### config.mk
export PLATFORM = sky130hd
export DESIGN_NAME = dynamic_int8_quantizer
export DESIGN_NICKNAME = d
export VERILOG_FILES = /design/src/sv/qnt_pkg.sv /design/src/sv/qnt_fifo.sv /design/src/sv/qnt_front.sv /design/src/sv/qnt_div.sv /design/src/sv/qnt_back.sv /design/src/sv/dynamic_int8_quantizer.sv
export SDC_FILE = /design/constraint.sdc
export NUM_CORES = 2
export LEC_CHECK = 0
export BUFFER_PORTS_ARGS = -buffer_cell sky130_fd_sc_hd__buf_2
export CORE_ASPECT_RATIO = 1.1
export CORE_MARGIN = 10
export CORE_UTILIZATION = 35
export CTS_CLUSTER_SIZE = 24
export DETAILED_ROUTE_END_ITERATION = 10
export PLACE_DENSITY = 0.55
export SLEW_MARGIN = 25
export SYNTH_ARGS = -nofsm -noshare
export SYNTH_HDL_FRONTEND = slang
export SYNTH_SLANG_ARGS = --single-unit
### constraint.sdc
create_clock -name i_clk -period 9.3 [get_ports i_clk]
set_input_delay 0.465 -clock i_clk [delete_from_list [all_inputs] [get_ports i_clk]]
set_output_delay 0.465 -clock i_clk [all_outputs]
set_load 0.01 [all_outputs]
### src/sv/qnt_pkg.sv
// qnt_pkg: shared constants and types for the dynamic int8 quantizer.
// Used by every module of the block but qnt_fifo; depends on nothing.
`default_nettype none
package qnt_pkg;

    localparam int MAX_ELEMENTS = 64;
    localparam int SAMPLE_BITS  = 16;

    // magnitude bits kept from the rounding divider, saturating above
    localparam int QUO_BITS = 10;

    localparam int SCALE     = 255;
    localparam int ZP_OFFSET = 128;
    localparam int Q_MIN     = -128;
    localparam int Q_MAX     = 127;

    typedef enum logic [2:0] {
        S_IDLE,
        S_ZSTART,
        S_ZDIV,
        S_READ,
        S_LOAD,
        S_QDIV,
        S_OUT
    } t_bk_state;

endpackage
`default_nettype wire

### src/sv/qnt_fifo.sv
// qnt_fifo: two-entry queue carrying run descriptors from front to back.
// Depends on nothing but its width parameter.
`default_nettype none
module qnt_fifo #(
    parameter int W = 39
) (
    input  wire logic         i_clk,
    input  wire logic         i_rst_n,
    input  wire logic         i_push,
    input  wire logic [W-1:0] i_data,
    input  wire logic         i_pop,
    output logic              o_valid,
    output logic              o_full,
    output logic [W-1:0]      o_data
);

    logic [W-1:0] r_data [2];
    logic         r_wp, r_rp;
    logic [1:0]   r_cnt;
    logic         c_push, c_pop;

    assign o_valid = (r_cnt != 2'd0);
    assign o_full  = (r_cnt == 2'd2);
    assign o_data  = r_data[r_rp];
    assign c_push  = i_push && !o_full;
    assign c_pop   = i_pop && o_valid;

    always_ff @(posedge i_clk) begin
        if (!i_rst_n) begin
            r_wp  <= 1'b0;
            r_rp  <= 1'b0;
            r_cnt <= 2'd0;
        end else begin
            if (c_push) r_wp <= ~r_wp;
            if (c_pop)  r_rp <= ~r_rp;
            if (c_push && !c_pop)      r_cnt <= r_cnt + 2'd1;
            else if (!c_push && c_pop) r_cnt <= r_cnt - 2'd1;
        end
    end

    always_ff @(posedge i_clk) begin
        if (c_push) r_data[r_wp] <= i_data;
    end

endmodule
`default_nettype wire

### src/sv/qnt_front.sv
// qnt_front: accepts samples, writes them to the store, tracks min/max and
// queues a run descriptor at the end of a run. Uses qnt_pkg.
`default_nettype none
module qnt_front #(
    parameter int MAXE = qnt_pkg::MAX_ELEMENTS,
    parameter int SB   = qnt_pkg::SAMPLE_BITS,
    localparam int AW  = (MAXE > 1) ? $clog2(MAXE) : 1,
    localparam int CW  = $clog2(MAXE + 1),
    localparam int DW  = CW + 2 * SB
) (
    input  wire logic                 i_clk,
    input  wire logic                 i_rst_n,
    input  wire logic                 i_in_valid,
    output logic                      o_in_stall,
    input  wire logic signed [SB-1:0] i_sample,
    input  wire logic                 i_final_item,
    input  wire logic                 i_run_done,
    input  wire logic                 i_q_full,
    output logic                      o_push,
    output logic [DW-1:0]             o_desc,
    output logic                      o_wr_en,
    output logic [AW-1:0]             o_wr_addr,
    output logic [SB-1:0]             o_wr_data
);

    localparam logic signed [SB-1:0] SMAX = {1'b0, {(SB-1){1'b1}}};
    localparam logic signed [SB-1:0] SMIN = {1'b1, {(SB-1){1'b0}}};

    logic [CW-1:0]        r_cnt, n_cnt;
    logic signed [SB-1:0] r_min, r_max, n_min, n_max;
    logic                 r_busy;
    logic                 c_acc, c_last;

    assign o_in_stall = r_busy || i_q_full;
    assign c_acc      = i_in_valid && !o_in_stall;
    assign n_cnt      = r_cnt + CW'(1);
    assign n_min      = (i_sample < r_min) ? i_sample : r_min;
    assign n_max      = (i_sample > r_max) ? i_sample : r_max;
    assign c_last     = i_final_item || (n_cnt == CW'(MAXE));

    assign o_wr_en   = c_acc;
    assign o_wr_addr = r_cnt[AW-1:0];
    assign o_wr_data = i_sample;
    assign o_push    = c_acc && c_last;
    assign o_desc    = {n_cnt, n_min, n_max};

    always_ff @(posedge i_clk) begin
        if (!i_rst_n) begin
            r_cnt  <= '0;
            r_min  <= SMAX;
            r_max  <= SMIN;
            r_busy <= 1'b0;
        end else begin
            if (c_acc) begin
                if (c_last) begin
                    r_cnt  <= '0;
                    r_min  <= SMAX;
                    r_max  <= SMIN;
                    r_busy <= 1'b1;
                end else begin
                    r_cnt <= n_cnt;
                    r_min <= n_min;
                    r_max <= n_max;
                end
            end
            if (i_run_done) r_busy <= 1'b0;
        end
    end

endmodule
`default_nettype wire

### src/sv/qnt_div.sv
// qnt_div: bit-serial rounding divider, round(mag/den) half away from zero,
// quotient saturated to QUO_BITS. Uses qnt_pkg.
`default_nettype none
module qnt_div #(
    parameter int SB = qnt_pkg::SAMPLE_BITS
) (
    input  wire logic            i_clk,
    input  wire logic            i_rst_n,
    input  wire logic            i_start,
    input  wire logic [SB+7:0]   i_mag,
    input  wire logic [SB:0]     i_den,
    output logic                 o_done,
    output logic [qnt_pkg::QUO_BITS-1:0] o_quo
);

    localparam int QB = qnt_pkg::QUO_BITS;
    localparam int WW = SB + 12;
    localparam int SW = $clog2(QB + 1);

    logic [WW-1:0] r_rem, r_dsh;
    logic [QB-1:0] r_quo;
    logic [SW-1:0] r_step;
    logic          r_busy, r_ovf, r_done;
    logic          c_bit;

    assign c_bit  = (r_rem >= r_dsh);
    assign o_done = r_done;
    assign o_quo  = r_ovf ? {QB{1'b1}} : r_quo;

    always_ff @(posedge i_clk) begin
        if (!i_rst_n) begin
            r_busy <= 1'b0;
            r_done <= 1'b0;
        end else begin
            r_done <= r_busy && (r_step == '0);
            if (i_start)                      r_busy <= 1'b1;
            else if (r_busy && r_step == '0)  r_busy <= 1'b0;
        end
    end

    // (2|n| + d) / (2d); first step is the overflow check against 2d << QB
    always_ff @(posedge i_clk) begin
        if (i_start) begin
            r_rem  <= WW'({i_mag, 1'b0}) + WW'(i_den);
            r_dsh  <= WW'(i_den) << (QB + 1);
            r_step <= SW'(QB);
            r_quo  <= '0;
            r_ovf  <= 1'b0;
        end else if (r_busy) begin
            if (c_bit) r_rem <= r_rem - r_dsh;
            r_dsh <= r_dsh >> 1;
            if (r_step == SW'(QB)) r_ovf <= c_bit;
            else                   r_quo <= {r_quo[QB-2:0], c_bit};
            if (r_step != '0) r_step <= r_step - SW'(1);
        end
    end

endmodule
`default_nettype wire

### src/sv/qnt_back.sv
// qnt_back: holds the sample store, computes range and zero point for a run
// and emits the quantized samples. Uses qnt_pkg and qnt_div.
`default_nettype none
module qnt_back #(
    parameter int MAXE = qnt_pkg::MAX_ELEMENTS,
    parameter int SB   = qnt_pkg::SAMPLE_BITS,
    localparam int AW  = (MAXE > 1) ? $clog2(MAXE) : 1,
    localparam int CW  = $clog2(MAXE + 1),
    localparam int DW  = CW + 2 * SB
) (
    input  wire logic          i_clk,
    input  wire logic          i_rst_n,
    input  wire logic          i_desc_valid,
    input  wire logic [DW-1:0] i_desc,
    output logic               o_pop,
    input  wire logic          i_wr_en,
    input  wire logic [AW-1:0] i_wr_addr,
    input  wire logic [SB-1:0] i_wr_data,
    output logic               o_out_valid,
    input  wire logic          i_out_stall,
    output logic signed [7:0]  o_quant_value,
    output logic signed [7:0]  o_zero_offset,
    output logic [15:0]        o_value_range,
    output logic               o_range_error,
    output logic               o_end_of_run,
    output logic               o_run_done
);

    localparam int QB = qnt_pkg::QUO_BITS;
    localparam int RW = SB + 1;
    localparam int PW = SB + 9;
    localparam int VW = QB + 2;
    localparam logic signed [PW-1:0] K   = PW'(qnt_pkg::SCALE);
    localparam logic signed [VW-1:0] ZHI = VW'(qnt_pkg::SCALE);
    localparam logic signed [VW-1:0] ZOF = VW'(qnt_pkg::ZP_OFFSET);
    localparam logic signed [VW-1:0] QLO = VW'(qnt_pkg::Q_MIN);
    localparam logic signed [VW-1:0] QHI = VW'(qnt_pkg::Q_MAX);

    logic [SB-1:0] r_mem [MAXE];
    logic signed [SB-1:0] r_rdata;

    qnt_pkg::t_bk_state r_state, n_state;

    logic [CW-1:0]        r_n, r_idx;
    logic signed [SB-1:0] r_min;
    logic [RW-1:0]        r_range;
    logic                 r_err, r_neg, r_eor;
    logic signed [7:0]    r_zero, r_q;

    logic c_pop, c_zstart, c_qstart, c_zfin, c_qfin, c_qerr, c_fire, c_last;

    logic signed [SB-1:0] d_min, d_max, m_src;
    logic signed [PW-1:0] m_prod;
    logic [SB+7:0]        m_mag;
    logic                 div_done;
    logic [QB-1:0]        div_quo;
    logic signed [VW-1:0] sq, zc, v, vc;

    assign d_min = i_desc[2*SB-1:SB];
    assign d_max = i_desc[SB-1:0];

    always_ff @(posedge i_clk) begin
        if (i_wr_en) r_mem[i_wr_addr] <= i_wr_data;
        r_rdata <= r_mem[r_idx[AW-1:0]];
    end

    // zero point uses -min, so its sign is the inverse of the product sign
    assign m_src  = (r_state == qnt_pkg::S_ZSTART) ? r_min : r_rdata;
    assign m_prod = PW'(m_src) * K;
    assign m_mag  = m_prod[PW-1] ? (SB+8)'(-m_prod) : (SB+8)'(m_prod);

    qnt_div #(.SB(SB)) u_div (
        .i_clk   (i_clk),
        .i_rst_n (i_rst_n),
        .i_start (c_zstart || c_qstart),
        .i_mag   (m_mag),
        .i_den   (r_range),
        .o_done  (div_done),
        .o_quo   (div_quo)
    );

    assign sq = r_neg ? -VW'({1'b0, div_quo}) : VW'({1'b0, div_quo});
    assign zc = (sq < 0) ? '0 : ((sq > ZHI) ? ZHI : sq);
    assign v  = sq + VW'(r_zero);
    assign vc = (v < QLO) ? QLO : ((v > QHI) ? QHI : v);
    assign c_last = (r_idx + CW'(1) == r_n);

    always_comb begin
        n_state = r_state;
        case (r_state)
            qnt_pkg::S_IDLE:   if (i_desc_valid) n_state = qnt_pkg::S_ZSTART;
            qnt_pkg::S_ZSTART: n_state = r_err ? qnt_pkg::S_READ : qnt_pkg::S_ZDIV;
            qnt_pkg::S_ZDIV:   if (div_done) n_state = qnt_pkg::S_READ;
            qnt_pkg::S_READ:   n_state = qnt_pkg::S_LOAD;
            qnt_pkg::S_LOAD:   n_state = r_err ? qnt_pkg::S_OUT : qnt_pkg::S_QDIV;
            qnt_pkg::S_QDIV:   if (div_done) n_state = qnt_pkg::S_OUT;
            qnt_pkg::S_OUT: begin
                if (!i_out_stall) n_state = c_last ? qnt_pkg::S_IDLE : qnt_pkg::S_READ;
            end
            default:           n_state = qnt_pkg::S_IDLE;
        endcase
    end

    always_comb begin
        c_pop    = 1'b0;
        c_zstart = 1'b0;
        c_qstart = 1'b0;
        c_zfin   = 1'b0;
        c_qfin   = 1'b0;
        c_qerr   = 1'b0;
        c_fire   = 1'b0;
        case (r_state)
            qnt_pkg::S_IDLE:   c_pop = i_desc_valid;
            qnt_pkg::S_ZSTART: c_zstart = !r_err;
            qnt_pkg::S_ZDIV:   c_zfin = div_done;
            qnt_pkg::S_LOAD: begin
                c_qstart = !r_err;
                c_qerr   = r_err;
            end
            qnt_pkg::S_QDIV:   c_qfin = div_done;
            qnt_pkg::S_OUT:    c_fire = !i_out_stall;
            default: ;
        endcase
    end

    always_ff @(posedge i_clk) begin
        if (!i_rst_n) r_state <= qnt_pkg::S_IDLE;
        else          r_state <= n_state;
    end

    always_ff @(posedge i_clk) begin
        if (c_pop) begin
            r_n     <= i_desc[DW-1:2*SB];
            r_min   <= d_min;
            r_range <= RW'(d_max) - RW'(d_min);
            r_err   <= (d_max == d_min);
            r_zero  <= '0;
            r_idx   <= '0;
        end
        if (c_zstart) r_neg <= !m_prod[PW-1];
        if (c_qstart) r_neg <= m_prod[PW-1];
        if (c_zfin)   r_zero <= 8'(zc - ZOF);
        if (c_qfin || c_qerr) begin
            r_q   <= c_qerr ? 8'sd0 : 8'(vc);
            r_eor <= c_last;
        end
        if (c_fire && !c_last) r_idx <= r_idx + CW'(1);
    end

    assign o_pop         = c_pop;
    assign o_out_valid   = (r_state == qnt_pkg::S_OUT);
    assign o_quant_value = r_q;
    assign o_zero_offset = r_zero;
    assign o_value_range = 16'(r_range);
    assign o_range_error = r_err;
    assign o_end_of_run  = r_eor;
    assign o_run_done    = c_fire && c_last;

endmodule
`default_nettype wire

### src/sv/dynamic_int8_quantizer.sv
// Dynamic int8 quantizer: buffers up to MAX_ELEMENTS samples of a tensor,
// then emits each as int8 with the run's zero point and range. Input takes
// one sample per cycle while a run loads; after the last sample (or a full
// store) the input stalls until every result is delivered. The back end
// works out the zero point once per run, then handles one result at a time
// (store read, multiply, 11-step serial rounding divide, output register),
// reading the next sample only after the current result is taken. Top level;
// uses qnt_pkg, qnt_front, qnt_fifo and qnt_back.
`default_nettype none
module dynamic_int8_quantizer #(
    parameter int MAX_ELEMENTS = qnt_pkg::MAX_ELEMENTS,
    parameter int SAMPLE_BITS  = qnt_pkg::SAMPLE_BITS
) (
    input  wire logic                          i_clk,
    input  wire logic                          i_rst_n,
    input  wire logic                          i_in_valid,
    output logic                               o_in_stall,
    input  wire logic signed [SAMPLE_BITS-1:0] i_sample,
    input  wire logic                          i_final_item,
    output logic                               o_out_valid,
    input  wire logic                          i_out_stall,
    output logic signed [7:0]                  o_quant_value,
    output logic signed [7:0]                  o_zero_offset,
    output logic [15:0]                        o_value_range,
    output logic                               o_range_error,
    output logic                               o_end_of_run
);

    localparam int AW = (MAX_ELEMENTS > 1) ? $clog2(MAX_ELEMENTS) : 1;
    localparam int CW = $clog2(MAX_ELEMENTS + 1);
    localparam int DW = CW + 2 * SAMPLE_BITS;

    logic                   push, pop, q_valid, q_full, run_done, wr_en;
    logic [DW-1:0]          desc_in, desc_out;
    logic [AW-1:0]          wr_addr;
    logic [SAMPLE_BITS-1:0] wr_data;

    qnt_front #(.MAXE(MAX_ELEMENTS), .SB(SAMPLE_BITS)) u_front (
        .i_clk        (i_clk),
        .i_rst_n      (i_rst_n),
        .i_in_valid   (i_in_valid),
        .o_in_stall   (o_in_stall),
        .i_sample     (i_sample),
        .i_final_item (i_final_item),
        .i_run_done   (run_done),
        .i_q_full     (q_full),
        .o_push       (push),
        .o_desc       (desc_in),
        .o_wr_en      (wr_en),
        .o_wr_addr    (wr_addr),
        .o_wr_data    (wr_data)
    );

    qnt_fifo #(.W(DW)) u_fifo (
        .i_clk   (i_clk),
        .i_rst_n (i_rst_n),
        .i_push  (push),
        .i_data  (desc_in),
        .i_pop   (pop),
        .o_valid (q_valid),
        .o_full  (q_full),
        .o_data  (desc_out)
    );

    qnt_back #(.MAXE(MAX_ELEMENTS), .SB(SAMPLE_BITS)) u_back (
        .i_clk         (i_clk),
        .i_rst_n       (i_rst_n),
        .i_desc_valid  (q_valid),
        .i_desc        (desc_out),
        .o_pop         (pop),
        .i_wr_en       (wr_en),
        .i_wr_addr     (wr_addr),
        .i_wr_data     (wr_data),
        .o_out_valid   (o_out_valid),
        .i_out_stall   (i_out_stall),
        .o_quant_value (o_quant_value),
        .o_zero_offset (o_zero_offset),
        .o_value_range (o_value_range),
        .o_range_error (o_range_error),
        .o_end_of_run  (o_end_of_run),
        .o_run_done    (run_done)
    );

endmodule
`default_nettype wire

==> impl_metrics.json <==
{
  "cap_violations": 0,
  "tns_ns": 0,
  "stdcell_count": 6051,
  "cts_tree": "yes",
  "seqCellArea_um2": 38300,
  "syn_area_um2": 58700,
  "grt_max_degree": 108,
  "wl_um": 142000,
  "synth.distinct_cells": 85,
  "cp_slowest_stage_delay_ns": 0.54,
  "critPathMaxFanout": 26,
  "fillers": 15300,
  "outcome": "completed",
  "crit_type": "reg -> reg",
  "fmax_ghz": 0.115,
  "place_congestion": 0.825,
  "grt.overflow.total": 0,
  "finalCritPeriodShare_pct": 93.2,
  "start_kind": "flip-flop",
  "synth_commonest_cells": "edfxtp_1 (1213), mux4_2 (336), inv_1 (261)",
  "yosysWarnings": 0,
  "dp_hpwl_um": 91600,
  "synth_area_per_cell_um2": 16.5,
  "slew_headroom_pct": 27.3,
  "ys_seq_area_share_pct": 65.2,
  "wl_per_cell_um": 23.5,
  "first_pass_iters": 5,
  "grt_pass1_wl_um": 211000,
  "clkLatencyLatePin_ns": 0.77,
  "cts_root_buf": "clkbuf_16",
  "vias": 30800,
  "syn_to_final_growth_pct": 13.5,
  "finalHoldViolations": 0,
  "die-height_um": 449,
  "synth_edf_count": 1213,
  "r2r_start": "u_back.r_state[0]",
  "multiInputGateArea_um2": 18800,
  "drive_gt1_share_pct": 21.3,
  "period_minus_slack_ns": 8.67,
  "yosysTopAreaCell": "edfxtp_1",
  "drt_iter0_markers": 2158,
  "crit_path_frequent_cell": "xnor2_1",
  "rrSetupSlack_ns": 0.63,
  "synthFlopType": "edfxtp_1",
  "drv_slew": 0,
  "cp-startpoint": "u_back.r_state[0]",
  "ys_ff_latch": 1305,
  "endpoint": "u_back.u_div.r_rem[20]",
  "grtUsageTotal_pct": 15.2,
  "timing.hold.ws_ns": 0.0462,
  "nNetsFinal": 3952,
  "worst_slew_pin_slew_ns": 1.09,
  "placed_cells": 5794,
  "ys_async_sr_fraction_pct": 0,
  "syn-instance-count": 3551,
  "crit_path_end_kind": "flip-flop",
  "rsz0062_at_grt": "no",
  "ctsHtreeMaxLevel": 4,
  "setup_violations": 0,
  "worst_ep_required_time_ns": 9.79,
  "dieArea_um2": 184000,
  "antenna_left": 0,
  "yosysMostFrequentCell": "edfxtp_1",
  "yosysTopAreaCellShare_pct": 62.1,
  "tritoncts.num_buffers": 140,
  "syn_nets": 3791,
  "hold_path_class": "in -> reg",
  "dieWidth_um": 410,
  "arrival_ns": 9.15,
  "drc": 0,
  "r2r_cells": 33,
  "core_um2": 167000,
  "std_cell_rows": 157,
  "numClockSinks": 1305,
  "grt_pass1_vias": 31500,
  "viasPerCell": 5.08,
  "start_util_pct": 35.2,
  "io-pin-count": 57,
  "synthTopCellsByArea": "edfxtp_1 (62%), mux4_2 (13%), ha_1 (3.2%), dfxtp_1 (3.1%), fa_1 (2.3%)",
  "clockBufferDepth": 3,
  "slowest_stage": "fa_1",
  "timing.rr.end": "u_back.u_div.r_rem[20]",
  "antenna_found_initial": 8,
  "io_buffers": 56,
  "cts_setup_buffers": 0,
  "path_clk_slew_ns": 0.06,
  "fin_skew_ns": 0.0312
}
cell type report:
class                   instances  share of cell area (%)
repair buffers                183                    1.97
inverters                     262                    1.48
diodes                          3                  0.0113
clock buffers                 183                    5.72
well taps                    2226                    4.18
flip-flops and latches       1305                    57.5
clock inverters                69                   0.898
multi-input cells            1820                    28.3
worst min path at each step:
stage,from,cells past startpoint,end,slack (ns)
detailed placement,u_front.r_max[7],1,u_front.r_max[7],0.45
global placement,u_back.u_div.r_quo[9],2,u_back.u_div.r_quo[9],0.45
finish,i_sample[0],1,u_back.r_mem[33][0],0.05
floorplan,u_back.u_div.r_quo[9],2,u_back.u_div.r_quo[9],0.44
global route,i_sample[0],1,u_back.r_mem[33][0],0.01
CTS,i_sample[0],1,u_back.r_mem[33][0],0.02
sequential cells by signal, indices dropped and copies added (netlist names), 7 cells and up, named ones only:
name / count
u_back.r_mem: 1024
u_back.u_div.r_rem: 28
u_front.r_max: 16
u_fifo.r_data: 78
u_back.u_div.r_quo: 10
u_back.r_idx: 7
u_back.o_quant_value: 8
u_back.r_range: 17
u_back.r_n: 7
u_front.r_min: 16
u_back.r_rdata: 16
u_front.r_cnt: 7
u_back.r_min: 16
u_back.o_zero_offset: 8
u_back.u_div.r_dsh: 28
through the flow:
step | area (um2) | setup WS, ns | util (%)
2_1_floorplan | 58700 | 0.285 | -
3_3_place_gp | 62100 | 0.598 | 37.3
3_5_place_dp | 62100 | 0.548 | 37.3
4_1_cts | 66500 | 0.477 | 39.9
5_1_grt | 66600 | 0.0319 | 40.0
6_report | 66600 | 0.634 | 40.0
layout by cell type (no fill, tap or decap), types with 8 or more instances in the layout:
master,instances
a211oi_1,16
a21boi_0,12
a21o_1,43
a21oi_1,97
a22o_1,17
a31oi_1,11
and2_1,9
buf_2,56
buf_4,120
bufinv_16,8
clkbuf_1,31
clkbuf_16,142
clkbuf_8,10
clkinv_1,18
clkinv_2,25
dfxtp_1,91
edfxtp_1,1213
fa_1,68
ha_1,151
inv_1,260
mux2_2,42
mux2i_1,60
mux4_2,336
nand2_1,189
nand2b_1,24
nand3_1,56
nand4_1,17
nor2_1,181
nor2_2,8
nor2b_1,25
nor3_1,26
nor4_1,8
o21a_1,24
o21ai_0,87
o21bai_1,9
o31ai_1,13
or2_2,9
or3_1,15
xnor2_1,96
xor2_1,44
cells by family (layout without fill, tap and decap cells):
kind of cell,Yosys count,after routing,share of synthesized area [%]
and+or+nand+nor,616,616,4.94
adders and majority gates,220,220,5.56
muxes,440,440,14.8
xor gates and xnor gates,142,142,2.12
DFF,1305,1305,65.2
buffers and inverters,426,697,2.86
AOI/OAI and AO/OA,402,402,4.54
other,0,3,0
critical path: cells and delay by family, from the launching register on:
| family | cells | cell delay [ns] |
|---|---|---|
| buffers and inverters | 4 | 0.41 |
| xor gates and xnor gates | 5 | 1.35 |
| and+or+nand+nor | 6 | 1.05 |
| muxes | 1 | 0.44 |
| adders and majority gates | 5 | 2.20 |
| AOI/OAI and AO/OA | 12 | 2.61 |
| DFF | 1 | 0.33 |
per-layer routing:
metal	global-route usage (%)	wire, um	vias to the layer above
li1	-	-	14000
met1	19.8	60700	15900
met2	26.4	72200	613
met3	2.64	6400	182
met4	3.56	2960	0
met5	0	0	-
timing repair:
item | in CTS | in global routing
resized for setup | 0 | 3
endpoints found under the hold margin | 1 | 0
hold buffers | 1 | 0
endpoints found under the setup margin | 0 | 7
Power is left out: the tool's default activity adds up to more than one toggle a clock period on the data nets, which glitch-free logic cannot reach.
